--- config.mk ---
export PLATFORM = sky130hd
export DESIGN_NAME = status_led_policy_engine
export DESIGN_NICKNAME = d
export VERILOG_FILES = /design/src/rtl/slpe_pkg.sv /design/src/rtl/status_led_policy_engine.sv /design/src/rtl/slpe_phase.sv
export SDC_FILE = /design/constraint.sdc
export NUM_CORES = 2
export LEC_CHECK = 0
export ABC_AREA = 1
export BUFFER_PORTS_ARGS = -buffer_cell sky130_fd_sc_hd__buf_4
export CAP_MARGIN = 20
export CORE_UTILIZATION = 68
export DETAILED_ROUTE_END_ITERATION = 6
export PLACE_DENSITY = 0.95
export SLEW_MARGIN = 20
export SYNTH_ARGS = -nofsm -noshare
export SYNTH_HDL_FRONTEND = slang
export SYNTH_SLANG_ARGS = --single-unit
--- constraint.sdc ---
create_clock -name clk -period 22.2 [get_ports clk]
set_input_delay 2.22 -clock clk [delete_from_list [all_inputs] [get_ports clk]]
set_output_delay 2.22 -clock clk [all_outputs]
set_load 0.005 [all_outputs]
--- src/rtl/slpe_pkg.sv ---
// Shared types and constants for the status LED policy engine.
// Used by slpe_phase and status_led_policy_engine; no dependencies.
`timescale 1ns / 1ps
`default_nettype none

package slpe_pkg;

	typedef enum logic [2:0] {
		PAT_OFF       = 3'd0,
		PAT_ON        = 3'd1,
		PAT_HEARTBEAT = 3'd2,
		PAT_SLOW      = 3'd3,
		PAT_FAST      = 3'd4,
		PAT_DOUBLE    = 3'd5,
		PAT_EVENT     = 3'd6
	} pattern_t;

	typedef enum logic [2:0] {
		POL_BOOT     = 3'd0,
		POL_NORMAL   = 3'd1,
		POL_DEGRADED = 3'd2,
		POL_ARMED    = 3'd3,
		POL_UPDATE   = 3'd4,
		POL_FAULT    = 3'd5,
		POL_FATAL    = 3'd6
	} policy_t;

	typedef enum logic [1:0] {
		MODE_OTHER      = 2'd0,
		MODE_CONFIGURED = 2'd1,
		MODE_ARMED      = 2'd2,
		MODE_FAULT      = 2'd3
	} trig_mode_t;

	typedef enum logic [2:0] {
		REG_SERVICE_INTERVAL = 3'd0,
		REG_PULSE_LENGTH     = 3'd1,
		REG_PULSE_SPACING    = 3'd2,
		REG_STARTUP_GRACE    = 3'd3,
		REG_STALL_LIMIT      = 3'd4
	} reg_index_t;

	// time phases: slow_ph = time mod 1000, fast_ph = time mod 200
	typedef struct packed {
		logic [9:0] slow_ph;
		logic [7:0] fast_ph;
	} phase_t;

	// (time >> 3) / 125 by reciprocal: exact for 29-bit operands
	localparam logic [29:0] PHASE_RECIP = 30'd549755814;
	localparam int          PHASE_SHIFT = 36;

	localparam logic [9:0] HEARTBEAT_ON_MS = 10'd100;
	localparam logic [9:0] SLOW_ON_MS      = 10'd500;
	localparam logic [7:0] FAST_ON_MS      = 8'd100;
	localparam logic [9:0] DOUBLE_GAP_MS   = 10'd200;
	localparam logic [9:0] DOUBLE_END_MS   = 10'd300;

	localparam logic [15:0] RST_SERVICE_INTERVAL = 16'd20;
	localparam logic [15:0] RST_PULSE_LENGTH     = 16'd120;
	localparam logic [15:0] RST_PULSE_SPACING    = 16'd500;
	localparam logic [15:0] RST_STARTUP_GRACE    = 16'd5000;
	localparam logic [15:0] RST_STALL_LIMIT      = 16'd3000;

endpackage

`default_nettype wire

--- src/rtl/status_led_policy_engine.sv ---
// Status LED policy engine top level: request pipeline, watchdog, pulse
// stretcher, policy select, LED levels and APB register file.
// Depends on slpe_pkg and slpe_phase.
//
// Usage:
//   Service tick requests enter on s_tvalid/s_tready/s_tdata; results leave on
//   m_tvalid/m_tready/m_tdata. A tick closer than service_interval_ms to the
//   last one that gave a result is consumed and gives no result.
//   Each result passes the input stage, the phase stage and the output register
//   in that order after its request is accepted.
//   Throughput: one request per cycle while the receiver takes results; the phase
//   stage holds the single reciprocal multiplier, all per-tick state updates together.
//   A stalled receiver holds the result in the output register; the input and
//   phase stages keep filling until all three are occupied, then s_tready drops.
//   The user must write registers over APB (byte address 4*index) only while the
//   block is idle; the block itself does not enforce this. Reads return the stored 16-bit value.
//   Reset: all stages empty, registers at defaults, policy boot with the system
//   LED on the fast pattern, counters at zero.
`timescale 1ns / 1ps
`default_nettype none

module status_led_policy_engine (
	input  wire logic         clk,
	input  wire logic         arst_n,
	input  wire logic         s_tvalid,
	output      logic         s_tready,
	// time_ms[31:0], application_ready[32], second_core_enabled[33],
	// second_core_loops[65:34], trigger_total[97:66], trigger_mode[99:98],
	// fault_sources[102:100], update_active[103], config_gate_open[104]
	input  wire logic [111:0] s_tdata,
	output      logic         m_tvalid,
	input  wire logic         m_tready,
	// display_policy[2:0], sys_led_pattern[5:3], arm_led_pattern[8:6],
	// fault_led_pattern[11:9], sys_led_on[12], arm_led_on[13], fault_led_on[14],
	// second_core_stalled[15], fault_present[16], configuration_ready[17],
	// event_counter[49:18], pulse_event_total[81:50]
	output      logic [87:0]  m_tdata,
	input  wire logic         psel,
	input  wire logic         penable,
	input  wire logic         pwrite,
	input  wire logic [4:0]   paddr,
	input  wire logic [31:0]  pwdata,
	output      logic [31:0]  prdata,
	output      logic         pready
);

	// configuration
	logic [15:0] service_interval_q;
	logic [15:0] pulse_length_q;
	logic [15:0] pulse_spacing_q;
	logic [15:0] startup_grace_q;
	logic [15:0] stall_limit_q;
	logic        cfg_wr;

	// pipeline
	logic         v1_q;
	logic         v2_q;
	logic         m_valid_q;
	logic [111:0] data_s1;
	logic [111:0] data_s2;
	logic [87:0]  m_data_q;
	logic         ready_o;
	logic         ready2;
	logic         ready1;
	logic         consume;
	logic         take;
	slpe_pkg::phase_t phase;

	// state
	logic [31:0] prev_service_q;
	logic        seen_ready_q;
	logic [31:0] ready_start_q;
	logic [31:0] progress_q;
	logic [31:0] prev_loops_q;
	logic        stall_q;
	logic        health_stale_q;
	logic [31:0] prev_trigger_q;
	logic        pulse_begun_q;
	logic [31:0] pulse_end_q;
	logic [31:0] next_pulse_q;
	logic        fault_q;
	slpe_pkg::policy_t  policy_q;
	slpe_pkg::pattern_t sys_pat_q;
	slpe_pkg::pattern_t arm_pat_q;
	slpe_pkg::pattern_t fault_pat_q;
	logic [31:0] event_count_q;
	logic [31:0] pulse_total_q;

	// request fields at the processing stage
	logic [31:0] now;
	logic        appl_ready;
	logic        core_en;
	logic [31:0] loops;
	logic [31:0] trig;
	slpe_pkg::trig_mode_t mode;
	logic [2:0]  faults;
	logic        upd_active;
	logic        gate;

	// next state and result
	logic [31:0] gap;
	logic        emit;
	logic        seen_ready_d;
	logic [31:0] ready_start_d;
	logic [31:0] progress_d;
	logic [31:0] prev_loops_d;
	logic        stall_d;
	logic        health_stale_d;
	logic [31:0] delta;
	logic        pulse_begun_d;
	logic [31:0] pulse_end_d;
	logic [31:0] next_pulse_d;
	logic        pulse;
	logic        fault_act;
	logic        armed;
	logic        configured;
	slpe_pkg::policy_t  pol;
	slpe_pkg::pattern_t sp;
	slpe_pkg::pattern_t ap;
	slpe_pkg::pattern_t fp;
	logic        pat_chg;
	logic [31:0] event_count_d;
	logic [31:0] pulse_total_d;
	logic        sys_on;
	logic        arm_on;
	logic        fault_on;
	logic [87:0] result;

	function automatic logic time_before(input logic [31:0] a, input logic [31:0] b);
		logic [31:0] d;
		d = a - b;
		return d[31];
	endfunction

	function automatic logic level_of(input slpe_pkg::pattern_t p,
			input slpe_pkg::phase_t ph, input logic ev);
		logic lvl;
		case (p)
			slpe_pkg::PAT_OFF:       lvl = 1'b0;
			slpe_pkg::PAT_ON:        lvl = 1'b1;
			slpe_pkg::PAT_HEARTBEAT: lvl = ph.slow_ph < slpe_pkg::HEARTBEAT_ON_MS;
			slpe_pkg::PAT_SLOW:      lvl = ph.slow_ph < slpe_pkg::SLOW_ON_MS;
			slpe_pkg::PAT_FAST:      lvl = ph.fast_ph < slpe_pkg::FAST_ON_MS;
			slpe_pkg::PAT_DOUBLE:    lvl = (ph.slow_ph < slpe_pkg::HEARTBEAT_ON_MS) ||
				((ph.slow_ph >= slpe_pkg::DOUBLE_GAP_MS) &&
				(ph.slow_ph < slpe_pkg::DOUBLE_END_MS));
			slpe_pkg::PAT_EVENT:     lvl = ev;
			default:                 lvl = 1'b0;
		endcase
		return lvl;
	endfunction

	// ---------------- configuration port ----------------
	assign pready = 1'b1;
	assign cfg_wr = psel && penable && pwrite && pready;

	always_ff @(posedge clk or negedge arst_n) begin
		if (!arst_n) begin
			service_interval_q <= slpe_pkg::RST_SERVICE_INTERVAL;
			pulse_length_q     <= slpe_pkg::RST_PULSE_LENGTH;
			pulse_spacing_q    <= slpe_pkg::RST_PULSE_SPACING;
			startup_grace_q    <= slpe_pkg::RST_STARTUP_GRACE;
			stall_limit_q      <= slpe_pkg::RST_STALL_LIMIT;
		end else if (cfg_wr) begin
			case (slpe_pkg::reg_index_t'(paddr[4:2]))
				slpe_pkg::REG_SERVICE_INTERVAL: service_interval_q <= pwdata[15:0];
				slpe_pkg::REG_PULSE_LENGTH:     pulse_length_q     <= pwdata[15:0];
				slpe_pkg::REG_PULSE_SPACING:    pulse_spacing_q    <= pwdata[15:0];
				slpe_pkg::REG_STARTUP_GRACE:    startup_grace_q    <= pwdata[15:0];
				slpe_pkg::REG_STALL_LIMIT:      stall_limit_q      <= pwdata[15:0];
				default: ;
			endcase
		end
	end

	always_comb begin
		case (slpe_pkg::reg_index_t'(paddr[4:2]))
			slpe_pkg::REG_SERVICE_INTERVAL: prdata = {16'd0, service_interval_q};
			slpe_pkg::REG_PULSE_LENGTH:     prdata = {16'd0, pulse_length_q};
			slpe_pkg::REG_PULSE_SPACING:    prdata = {16'd0, pulse_spacing_q};
			slpe_pkg::REG_STARTUP_GRACE:    prdata = {16'd0, startup_grace_q};
			slpe_pkg::REG_STALL_LIMIT:      prdata = {16'd0, stall_limit_q};
			default:                        prdata = 32'd0;
		endcase
	end

	// ---------------- pipeline control ----------------
	assign ready_o  = !m_valid_q || m_tready;
	assign ready2   = !v2_q || ready_o;
	assign ready1   = !v1_q || ready2;
	assign s_tready = ready1;
	assign consume  = v2_q && ready_o;
	assign take     = consume && emit;

	always_ff @(posedge clk or negedge arst_n) begin
		if (!arst_n) begin
			v1_q      <= 1'b0;
			v2_q      <= 1'b0;
			m_valid_q <= 1'b0;
		end else begin
			if (ready1) begin
				v1_q <= s_tvalid;
			end
			if (ready2) begin
				v2_q <= v1_q;
			end
			if (ready_o) begin
				m_valid_q <= take;
			end
		end
	end

	always_ff @(posedge clk) begin
		if (s_tvalid && ready1) begin
			data_s1 <= s_tdata;
		end
		if (ready2 && v1_q) begin
			data_s2 <= data_s1;
		end
		if (take) begin
			m_data_q <= result;
		end
	end

	slpe_phase u_phase (
		.clk     (clk),
		.en      (ready2 && v1_q),
		.time_ms (data_s1[31:0]),
		.phase   (phase)
	);

	// ---------------- tick processing ----------------
	assign now        = data_s2[31:0];
	assign appl_ready = data_s2[32];
	assign core_en    = data_s2[33];
	assign loops      = data_s2[65:34];
	assign trig       = data_s2[97:66];
	assign mode       = slpe_pkg::trig_mode_t'(data_s2[99:98]);
	assign faults     = data_s2[102:100];
	assign upd_active = data_s2[103];
	assign gate       = data_s2[104];

	always_comb begin
		gap  = now - prev_service_q;
		emit = gap >= {16'd0, service_interval_q};

		// second core watchdog
		seen_ready_d   = seen_ready_q;
		ready_start_d  = ready_start_q;
		progress_d     = progress_q;
		prev_loops_d   = prev_loops_q;
		stall_d        = stall_q;
		health_stale_d = health_stale_q;
		if (!appl_ready || !core_en) begin
			seen_ready_d = 1'b0;
			stall_d      = 1'b0;
		end else if (!seen_ready_q) begin
			seen_ready_d  = 1'b1;
			ready_start_d = now;
			progress_d    = now;
			prev_loops_d  = loops;
		end else if (loops != prev_loops_q) begin
			prev_loops_d = loops;
			progress_d   = now;
		end else if (((now - ready_start_q) >= {16'd0, startup_grace_q}) &&
				((now - progress_q) >= {16'd0, stall_limit_q})) begin
			stall_d        = 1'b1;
			health_stale_d = 1'b1;
		end

		// trigger pulse stretcher
		delta = (trig >= prev_trigger_q) ? (trig - prev_trigger_q) : trig;
		pulse_begun_d = pulse_begun_q;
		pulse_end_d   = pulse_end_q;
		next_pulse_d  = next_pulse_q;
		if ((delta != 32'd0) && (!pulse_begun_q || !time_before(now, next_pulse_q))) begin
			pulse_begun_d = 1'b1;
			pulse_end_d   = now + {16'd0, pulse_length_q};
			next_pulse_d  = now + {16'd0, pulse_spacing_q};
		end
		pulse = pulse_begun_d && time_before(now, pulse_end_d);

		fault_act  = (faults != 3'd0) || (mode == slpe_pkg::MODE_FAULT);
		armed      = mode == slpe_pkg::MODE_ARMED;
		configured = mode == slpe_pkg::MODE_CONFIGURED;

		// policy by priority
		ap = slpe_pkg::PAT_OFF;
		fp = slpe_pkg::PAT_OFF;
		if (health_stale_d) begin
			pol = slpe_pkg::POL_FATAL;
			sp  = slpe_pkg::PAT_OFF;
			fp  = slpe_pkg::PAT_FAST;
		end else if (fault_act) begin
			pol = slpe_pkg::POL_FAULT;
			sp  = slpe_pkg::PAT_OFF;
			fp  = slpe_pkg::PAT_ON;
		end else if (upd_active) begin
			pol = slpe_pkg::POL_UPDATE;
			sp  = slpe_pkg::PAT_FAST;
		end else if (!appl_ready) begin
			pol = slpe_pkg::POL_BOOT;
			sp  = slpe_pkg::PAT_FAST;
		end else if (armed) begin
			pol = slpe_pkg::POL_ARMED;
			sp  = slpe_pkg::PAT_HEARTBEAT;
			ap  = pulse ? slpe_pkg::PAT_EVENT : slpe_pkg::PAT_ON;
		end else if (!gate) begin
			pol = slpe_pkg::POL_DEGRADED;
			sp  = slpe_pkg::PAT_DOUBLE;
			ap  = configured ? slpe_pkg::PAT_SLOW : slpe_pkg::PAT_OFF;
		end else begin
			pol = slpe_pkg::POL_NORMAL;
			sp  = slpe_pkg::PAT_HEARTBEAT;
			if (pulse) begin
				ap = slpe_pkg::PAT_EVENT;
			end else begin
				ap = configured ? slpe_pkg::PAT_SLOW : slpe_pkg::PAT_OFF;
			end
		end

		pat_chg = (pol != policy_q) || (sp != sys_pat_q) || (ap != arm_pat_q) ||
			(fp != fault_pat_q);
		pulse_total_d = pulse_total_q + delta;
		event_count_d = event_count_q + delta + 32'(fault_act != fault_q) +
			32'(pat_chg);

		sys_on   = level_of(sp, phase, pulse);
		arm_on   = level_of(ap, phase, pulse && !armed);
		fault_on = level_of(fp, phase, 1'b0);

		result = {6'd0, pulse_total_d, event_count_d, appl_ready && gate, fault_act,
			stall_d, fault_on, arm_on, sys_on, fp, ap, sp, pol};
	end

	always_ff @(posedge clk or negedge arst_n) begin
		if (!arst_n) begin
			prev_service_q <= 32'd0;
			seen_ready_q   <= 1'b0;
			ready_start_q  <= 32'd0;
			progress_q     <= 32'd0;
			prev_loops_q   <= 32'd0;
			stall_q        <= 1'b0;
			health_stale_q <= 1'b0;
			prev_trigger_q <= 32'd0;
			pulse_begun_q  <= 1'b0;
			pulse_end_q    <= 32'd0;
			next_pulse_q   <= 32'd0;
			fault_q        <= 1'b0;
			policy_q       <= slpe_pkg::POL_BOOT;
			sys_pat_q      <= slpe_pkg::PAT_FAST;
			arm_pat_q      <= slpe_pkg::PAT_OFF;
			fault_pat_q    <= slpe_pkg::PAT_OFF;
			event_count_q  <= 32'd0;
			pulse_total_q  <= 32'd0;
		end else if (take) begin
			prev_service_q <= now;
			seen_ready_q   <= seen_ready_d;
			ready_start_q  <= ready_start_d;
			progress_q     <= progress_d;
			prev_loops_q   <= prev_loops_d;
			stall_q        <= stall_d;
			health_stale_q <= health_stale_d;
			prev_trigger_q <= trig;
			pulse_begun_q  <= pulse_begun_d;
			pulse_end_q    <= pulse_end_d;
			next_pulse_q   <= next_pulse_d;
			fault_q        <= fault_act;
			policy_q       <= pol;
			sys_pat_q      <= sp;
			arm_pat_q      <= ap;
			fault_pat_q    <= fp;
			event_count_q  <= event_count_d;
			pulse_total_q  <= pulse_total_d;
		end
	end

	assign m_tvalid = m_valid_q;
	assign m_tdata  = m_data_q;

	// ---------------- assertions ----------------
	a_health_sticky: assert property (@(posedge clk) disable iff (!arst_n)
		health_stale_q |=> health_stale_q)
		else $error("health stale flag cleared");

	a_stall_implies_health: assert property (@(posedge clk) disable iff (!arst_n)
		stall_q |-> health_stale_q)
		else $error("stall flag set without health stale latch");

	a_total_holds_when_idle: assert property (@(posedge clk) disable iff (!arst_n)
		!take |=> $stable(pulse_total_q) && $stable(event_count_q))
		else $error("counters moved without an emitted result");

	a_fatal_fault_led: assert property (@(posedge clk) disable iff (!arst_n)
		(m_tvalid && (m_tdata[2:0] == slpe_pkg::POL_FATAL)) |->
		((m_tdata[11:9] == slpe_pkg::PAT_FAST) && (m_tdata[5:3] == slpe_pkg::PAT_OFF)))
		else $error("fatal policy with wrong LED patterns");

endmodule

`default_nettype wire

--- src/rtl/slpe_phase.sv ---
// Blink phase unit: time mod 1000 and time mod 200 over one register stage.
// Depends on slpe_pkg.
`timescale 1ns / 1ps
`default_nettype none

module slpe_phase (
	input  wire logic             clk,
	input  wire logic             en,
	input  wire logic [31:0]      time_ms,
	output slpe_pkg::phase_t      phase
);

	logic [28:0] x_s1;
	logic [58:0] prod_s1;
	logic [22:0] quot_s1;

	logic [22:0] quot_s2;
	logic [28:0] x_s2;
	logic [2:0]  low_s2;

	logic [28:0] quot_w;
	logic [28:0] quot_x125;
	logic [28:0] rem_full;
	logic [6:0]  rem125;
	logic [6:0]  rem25_w;
	logic [4:0]  rem25;

	assign x_s1    = time_ms[31:3];
	assign prod_s1 = 59'(x_s1) * 59'(slpe_pkg::PHASE_RECIP);
	assign quot_s1 = prod_s1[58:slpe_pkg::PHASE_SHIFT];

	always_ff @(posedge clk) begin
		if (en) begin
			quot_s2 <= quot_s1;
			x_s2    <= x_s1;
			low_s2  <= time_ms[2:0];
		end
	end

	always_comb begin
		quot_w    = {6'd0, quot_s2};
		quot_x125 = (quot_w << 7) - (quot_w << 2) + quot_w;
		rem_full  = x_s2 - quot_x125;
		rem125    = rem_full[6:0];
		if (rem125 >= 7'd100) begin
			rem25_w = rem125 - 7'd100;
		end else if (rem125 >= 7'd75) begin
			rem25_w = rem125 - 7'd75;
		end else if (rem125 >= 7'd50) begin
			rem25_w = rem125 - 7'd50;
		end else if (rem125 >= 7'd25) begin
			rem25_w = rem125 - 7'd25;
		end else begin
			rem25_w = rem125;
		end
		rem25         = rem25_w[4:0];
		phase.slow_ph = {rem125, low_s2};
		phase.fast_ph = {rem25, low_s2};
	end

endmodule

`default_nettype wire

# Yosys cells after proc, flatten, opt, wreduce, memory -nomap -nowiden

Cells that the tools add are included.

Flip-flop bits (word level): 697
Bits of input ports: 156
Output and inout port bits: 123
Word-level logic and storage cells: 186

Multiply operators: 1
Mux-type cells: 47
$add $sub $neg: 19
Magnitude comparators: 13
Reduce and logical (&&, ||, !) cells: 41
Bitwise operators: 2
Eq/ne operators: 31

Operators by type and width:

| operator                 | number |
|---|---|
| $mux W32                 | 6 |
| $sub A32 B32 Y32         | 6 |
| $ge A32 B16 Y1           | 3 |
| $pmux W16 S5             | 1 |
| $add A32 B1 Y32          | 2 |
| $add A32 B16 Y32         | 2 |
| $add A32 B32 Y32         | 2 |
| $mux W3                  | 18 |
| $mul A29 B29 Y42 const B | 1 |
| $ge A32 B32 Y1           | 1 |
| $ne A32 B32 Y1           | 1 |
| $reduce_bool A32 Y1      | 1 |
| $eq A3 B3 Y1 const B     | 9 |
| $eq A3 B2 Y1 const B     | 8 |
| $lt A10 B9 Y1 const B    | 2 |
| $mux W5                  | 4 |
| $ge A7 B7 Y1 const B     | 2 |
| $eq A3 B1 Y1 const B     | 4 |
| $logic_and A1 B1 Y1      | 12 |
| $ne A3 B3 Y1             | 4 |
| $pmux W1 S6              | 2 |
| $reduce_and A2 Y1        | 6 |
| $mux W1                  | 11 |
| $ge A10 B8 Y1 const B    | 1 |
| 22 further kinds         | 45 |

# Logic depth before layout (Yosys ltp)

Depth in word-level cells: 18
Depth in mapped cells: 67
Depth with buffers taken out: 65

# Hierarchy

A second synthesis with hierarchy kept.

Cells, all modules: 6179
Area total of the unflattened synthesis: 53557.6 um^2

Modules (own cells, without submodules):

| module                   | times used | cells each | area an instance (um^2) |
|---|---|---|---|
| status_led_policy_engine | 1          | 4708       | 40472.6 |
| slpe_phase               | 1          | 1471       | 13085.0 |

# Worst setup path after synthesis

Ideal clock, no wire load.

Path type: register to register
Start: register data_s2[1]
End: register m_data_q[46] (netlist: m_tdata[46]), data pin
Buffers on the path: 0
Arrival: 7601 ps
Cell stages (with the launch flop): 57
Clock period less this slack: 7871 ps
Setup slack: 14329 ps
Cell sequence: edfxtp_1 -> inv_1 -> fa_1 -> o21ai_0 -> a21oi_1 -> o21bai_1 -> nand3_1 -> nand2_1 -> nand3_1 -> nand2_1 -> nand3_1 -> nand2_1 -> nand3_1 -> nand2_1 -> inv_1 -> o21ai_0 -> inv_1 -> nor3_1 -> (+21 left out) -> nor2_1 -> a211oi_1 -> o21ai_0 -> nand3_1 -> nand2_1 -> nand3_1 -> nand2_1 -> a21oi_1 -> inv_1 -> a21oi_1 -> inv_1 -> a21oi_1 -> inv_1 -> a21oi_1 -> o21ai_0 -> inv_1 -> o21ai_0 -> xor2_1

Cells in the longest elaborated chain, start to end: 18

RTL lines:

| element                | RTL line                        | RTL |
|---|---|---|
| start, declared        | status_led_policy_engine.sv:60  | `logic [111:0] data_s2;` |
| start signal, assigned | status_led_policy_engine.sv:218 | `data_s2 <= data_s1;` |
| $sub A32 B32 Y32       | status_led_policy_engine.sv:131 | `d = a - b;` |
| $logic_not A1 Y1       | status_led_policy_engine.sv:276 | `if ((delta != 32'd0) && (!pulse_begun_q \|\| !time_before(now, next_pulse_q))) begin` |
| $logic_or A1 B1 Y1     | status_led_policy_engine.sv:276 |  |
| $logic_and A1 B1 Y1    | status_led_policy_engine.sv:276 |  |
| $mux W32               | status_led_policy_engine.sv:276 |  |
| $sub A32 B32 Y32       | status_led_policy_engine.sv:131 |  |
| $logic_and A1 B1 Y1    | status_led_policy_engine.sv:281 | `pulse = pulse_begun_d && time_before(now, pulse_end_d);` |
| $mux W3                | status_led_policy_engine.sv:315 | `if (pulse) begin` |
| (+3 left out)          | n/a                             |  |
| $mux W3                | status_led_policy_engine.sv:298 | `end else if (upd_active) begin` |
| $mux W3                | status_led_policy_engine.sv:294 | `end else if (fault_act) begin` |
| $mux W3                | status_led_policy_engine.sv:290 | `if (health_stale_d) begin` |
| $ne A3 B3 Y1           | status_led_policy_engine.sv:322 | `pat_chg = (pol != policy_q) \|\| (sp != sys_pat_q) \|\| (ap != arm_pat_q) \|\|` |
| $logic_or A1 B1 Y1     | status_led_policy_engine.sv:322 |  |
| $logic_or A1 B1 Y1 *   | status_led_policy_engine.sv:322 |  |
| $add A32 B1 Y32 *      | status_led_policy_engine.sv:325 | `event_count_d = event_count_q + delta + 32'(fault_act != fault_q) +` |
| via event_count_d[28]  | status_led_policy_engine.sv:122 | `logic [31:0] event_count_d;` |
| end signal, assigned   | status_led_policy_engine.sv:221 | `m_data_q <= result;` |
| end, declared          | status_led_policy_engine.sv:61  | `logic [87:0] m_data_q;` |

Mark *: on every way through the listed nets, which the timed path passes. The rest lies on a longest branch.
A chain may end at the register's enable or synchronous reset.

# Worst setup path after layout

Start: register data_s2[66]
End: register event_count_q[30]

Cells in the longest elaborated chain, start to end: 18

RTL lines:

| element                                                   | RTL line                        | RTL |
|---|---|---|
| $sub A32 B32 Y32 / $ge A32 B32 Y1 (equally long branches) | status_led_policy_engine.sv:272 | `delta = (trig >= prev_trigger_q) ? (trig - prev_trigger_q) : trig;` |
| $mux W32 *                                                | status_led_policy_engine.sv:272 |  |
| $reduce_bool A32 Y1                                       | status_led_policy_engine.sv:276 |  |
| $logic_and A1 B1 Y1                                       | status_led_policy_engine.sv:276 |  |
| $mux W32                                                  | status_led_policy_engine.sv:276 |  |
| $sub A32 B32 Y32                                          | status_led_policy_engine.sv:131 |  |
| $logic_and A1 B1 Y1                                       | status_led_policy_engine.sv:281 |  |
| $mux W3                                                   | status_led_policy_engine.sv:315 |  |
| (+2 left out)                                             | n/a                             |  |
| $mux W3                                                   | status_led_policy_engine.sv:301 | `end else if (!appl_ready) begin` |
| $mux W3                                                   | status_led_policy_engine.sv:298 |  |
| $mux W3                                                   | status_led_policy_engine.sv:294 |  |
| $mux W3                                                   | status_led_policy_engine.sv:290 |  |
| $ne A3 B3 Y1                                              | status_led_policy_engine.sv:322 |  |
| $logic_or A1 B1 Y1 (2 in a row)                           | status_led_policy_engine.sv:322 |  |
| $add A32 B1 Y32 *                                         | status_led_policy_engine.sv:325 |  |
| via event_count_d[30]                                     | status_led_policy_engine.sv:122 |  |
| end signal, assigned                                      | status_led_policy_engine.sv:373 | `event_count_q <= event_count_d;` |
| end, declared                                             | status_led_policy_engine.sv:86  | `logic [31:0] event_count_q;` |

Marks and branches as above.

==> flow_metrics.env <==
export IMPL_ys_types=63
export IMPL_worst_pin_slew_ps=1110
export IMPL_synthMuxAreaShare_pct=0
export IMPL_fillCellCount=4690
export IMPL_cts_tree="yes"
export IMPL_hold_class="register to register"
export IMPL_grt_max_degree=108
export IMPL_drv_slew=0
export IMPL_grt_overflow_total=0
export IMPL_fin_crit_ps=11380
export IMPL_yosysMostFrequentCell="nand2_1"
export IMPL_hold_buffers=0
export IMPL_dieHeight_um=280
export IMPL_core_sq_um=76200
export IMPL_arrival_ps=11980
export IMPL_netlist_top_cells_count="nand2_1 (1370), inv_1 (1157), ha_1 (653), o21ai_0 (440), dfrtp_1 (361)"
export IMPL_final_period_utilization_pct=51.3
export IMPL_htree_levels=3
export IMPL_rsz0062_at_grt="no"
export IMPL_required_ps=22800
export IMPL_critPathLaunch="data_s2[66]$_DFFE_PP_"
export IMPL_synth_xor_xnor_area_share_pct=4.23
export IMPL_grt_pass1_vias=46000
export IMPL_r2r_start="data_s2[66]$_DFFE_PP_"
export IMPL_ios=279
export IMPL_antenna_found_initial=6
export IMPL_syn_inst=6053
export IMPL_clock_skew_ps=44.9
export IMPL_ant_nets=0
export IMPL_clkLatencyLatePin_ps=680
export IMPL_die_area_sq_um=78400
export IMPL_fmax_mhz=87.9
export IMPL_holdCritStartpoint="data_s1[44]$_DFFE_PP_"
export IMPL_initial_core_util_pct=69.0
export IMPL_yosys_warnings=0
export IMPL_drive_gt1_share_pct=7.48
export IMPL_cts_resized=0
export IMPL_synth_top_area_share_pct=17.2
export IMPL_hpwl_mm=111
export IMPL_wl_per_cell_um=21.2
export IMPL_first_pass_iters=7
export IMPL_layout_nets=7356
export IMPL_drt_iter0_markers=5396
export IMPL_synth_top_area_cell="dfrtp_1"
export IMPL_synth_ff_type="dfrtp_1"
export IMPL_drt_total_wl_mm=157
export IMPL_maxCapViolCount=0
export IMPL_relSlewSlack_pct=25.8
export IMPL_synth_top_family_by_area="adder cells"
export IMPL_synth_area_sq_um=52600
export IMPL_cp_common_cell="nand2_1"
export IMPL_drc=0
export IMPL_synth_simple_area_share_pct=15.1
export IMPL_grt_first_pass_wirelength_mm=245
export IMPL_row_count=101
export IMPL_clock_tree_buffer_depth=3
export IMPL_start_kind="register"
export IMPL_synth_seq_cells=684
export IMPL_seq_area_frac_synth_pct=35.5
export IMPL_async_flop_share_pct=56.4
export IMPL_grt_usage_pct=40.4
export IMPL_synthAdderAreaFrac_pct=25.4
export IMPL_synthTopCellsByArea="dfrtp_1 (17%), edfxtp_1 (17%), ha_1 (16%)"
export IMPL_cts_setup_buffers=0
export IMPL_max_stage_delay_ps=660
export IMPL_setup_violations=0
export IMPL_syn_avg_cell_area_sq_um=8.68
export IMPL_io_buffer_count=229
export IMPL_hold_violations=0
export IMPL_status="finished clean"
export IMPL_avgViaCountPerCell=6.12
export IMPL_worst_slack_ps=10820
export IMPL_dp_slack_ps=11580
export IMPL_cts_buffers_inserted=74
export IMPL_critPathMaxFanout=39
export IMPL_slowest_stage="a2111oi_0"
export IMPL_cts_sinks=684
export IMPL_root_buffer="clkbuf_16"
export IMPL_die_w_um=280
export IMPL_synth_compound_area_share_pct=10.2
export IMPL_path_clk_slew_ps=60
export IMPL_tns_ps=0
export IMPL_gp_congestion=0.992
export IMPL_crit_type="register to register"
export IMPL_synthToLayoutAreaGrowth_pct=10.1
export IMPL_cp_end_kind="register"
export IMPL_vias=45200
export IMPL_synth_edff_count=298
==> layout by cell type, fill, tap and decap left out, types with 26 or more instances in the layout <==
cell type,instances
a21o_1,26
a21oi_1,328
buf_4,256
clkbuf_16,76
dfrtp_1,361
edfxtp_1,298
fa_1,259
ha_1,653
inv_1,1155
nand2_1,1370
nand3_1,163
nand4_1,48
nor2_1,233
nor3_1,41
o21ai_0,440
xnor2_1,100
xor2_1,154
==> registers in the layout (all words and copies together), names as in the netlist, 32 cells and up <==
signal,cells
data_s1,105
prev_trigger_q,32
ready_start_q,32
next_pulse_q,32
prev_loops_q,32
pulse_end_q,32
event_count_q,32
prev_service_q,32
pulse_total_q,32
progress_q,32
m_tdata,81
data_s2,105
==> path summary, 6_finish.rpt <==
path | to | slack (ps) | cells after the start
max | event_count_q[30]$_DFFE_PN0P_ | 10820 | 63
min | data_s2[44]$_DFFE_PP_ | 400 | 0
max reg2reg | event_count_q[30]$_DFFE_PN0P_ | 10820 | 63
min reg2reg | data_s2[44]$_DFFE_PP_ | 400 | 0
max in group asynchronous | next_pulse_q[18]$_DFFE_PN0P_ | 17630 | 4
min in group asynchronous | prev_loops_q[23]$_DFFE_PN0P_ | 1500 | 1
==> metrics by stage <==
step	std cells	hold WS [ps]	util [%]	instance area, sq um
2_1_floorplan	6075	400	-	52600
3_3_place_gp	7240	400	72.5	55200
3_5_place_dp	7240	405	72.5	55200
4_1_cts	7377	399	75.9	57800
5_1_grt	7380	398	76.0	57900
6_report	7382	398	76.0	57900
==> cell type report <==
class,count,area (sq um),area share [%]
multi-input cells,4099,29000,50.0
flip-flops and latches,684,18600,32.2
inverters,1170,4400,7.60
clock buffers,100,2080,3.60
repair buffers,259,1980,3.43
well taps,1030,1290,2.23
clock inverters,37,520,0.899
diodes,3,7.51,0.0130
==> routing by layer <==
layer	wire, um	share of wire [%]	GRT usage, %
met3	19400	12	12.0
met1	55600	35	49.4
met4	11500	7.3	25.7
met5	45	0.029	0
met2	70400	45	62.7
==> critical path: cells and delay by family, from the launching register on <==
kind	cells	cell delay (ps)
AND/OR/NAND/NOR	34	4880
AO/OA/AOI/OAI	12	2720
adder cells (fa/ha/maj)	5	1580
buffers and inverters	11	1420
flip-flops	1	330
XOR/XNOR	1	270
==> kinds of logic (layout without fill, tap and decap cells) <==
group | after synthesis | count (layout)
XOR/XNOR | 254 | 254
AO/OA/AOI/OAI | 973 | 973
adder cells (fa/ha/maj) | 912 | 912
other | 2 | 27
AND/OR/NAND/NOR | 1936 | 1936
buffers and inverters | 1292 | 1566
flip-flops | 684 | 684
Power is not shown: default switching activity piles up to over one toggle a cycle in this logic, so the estimate is an artifact.
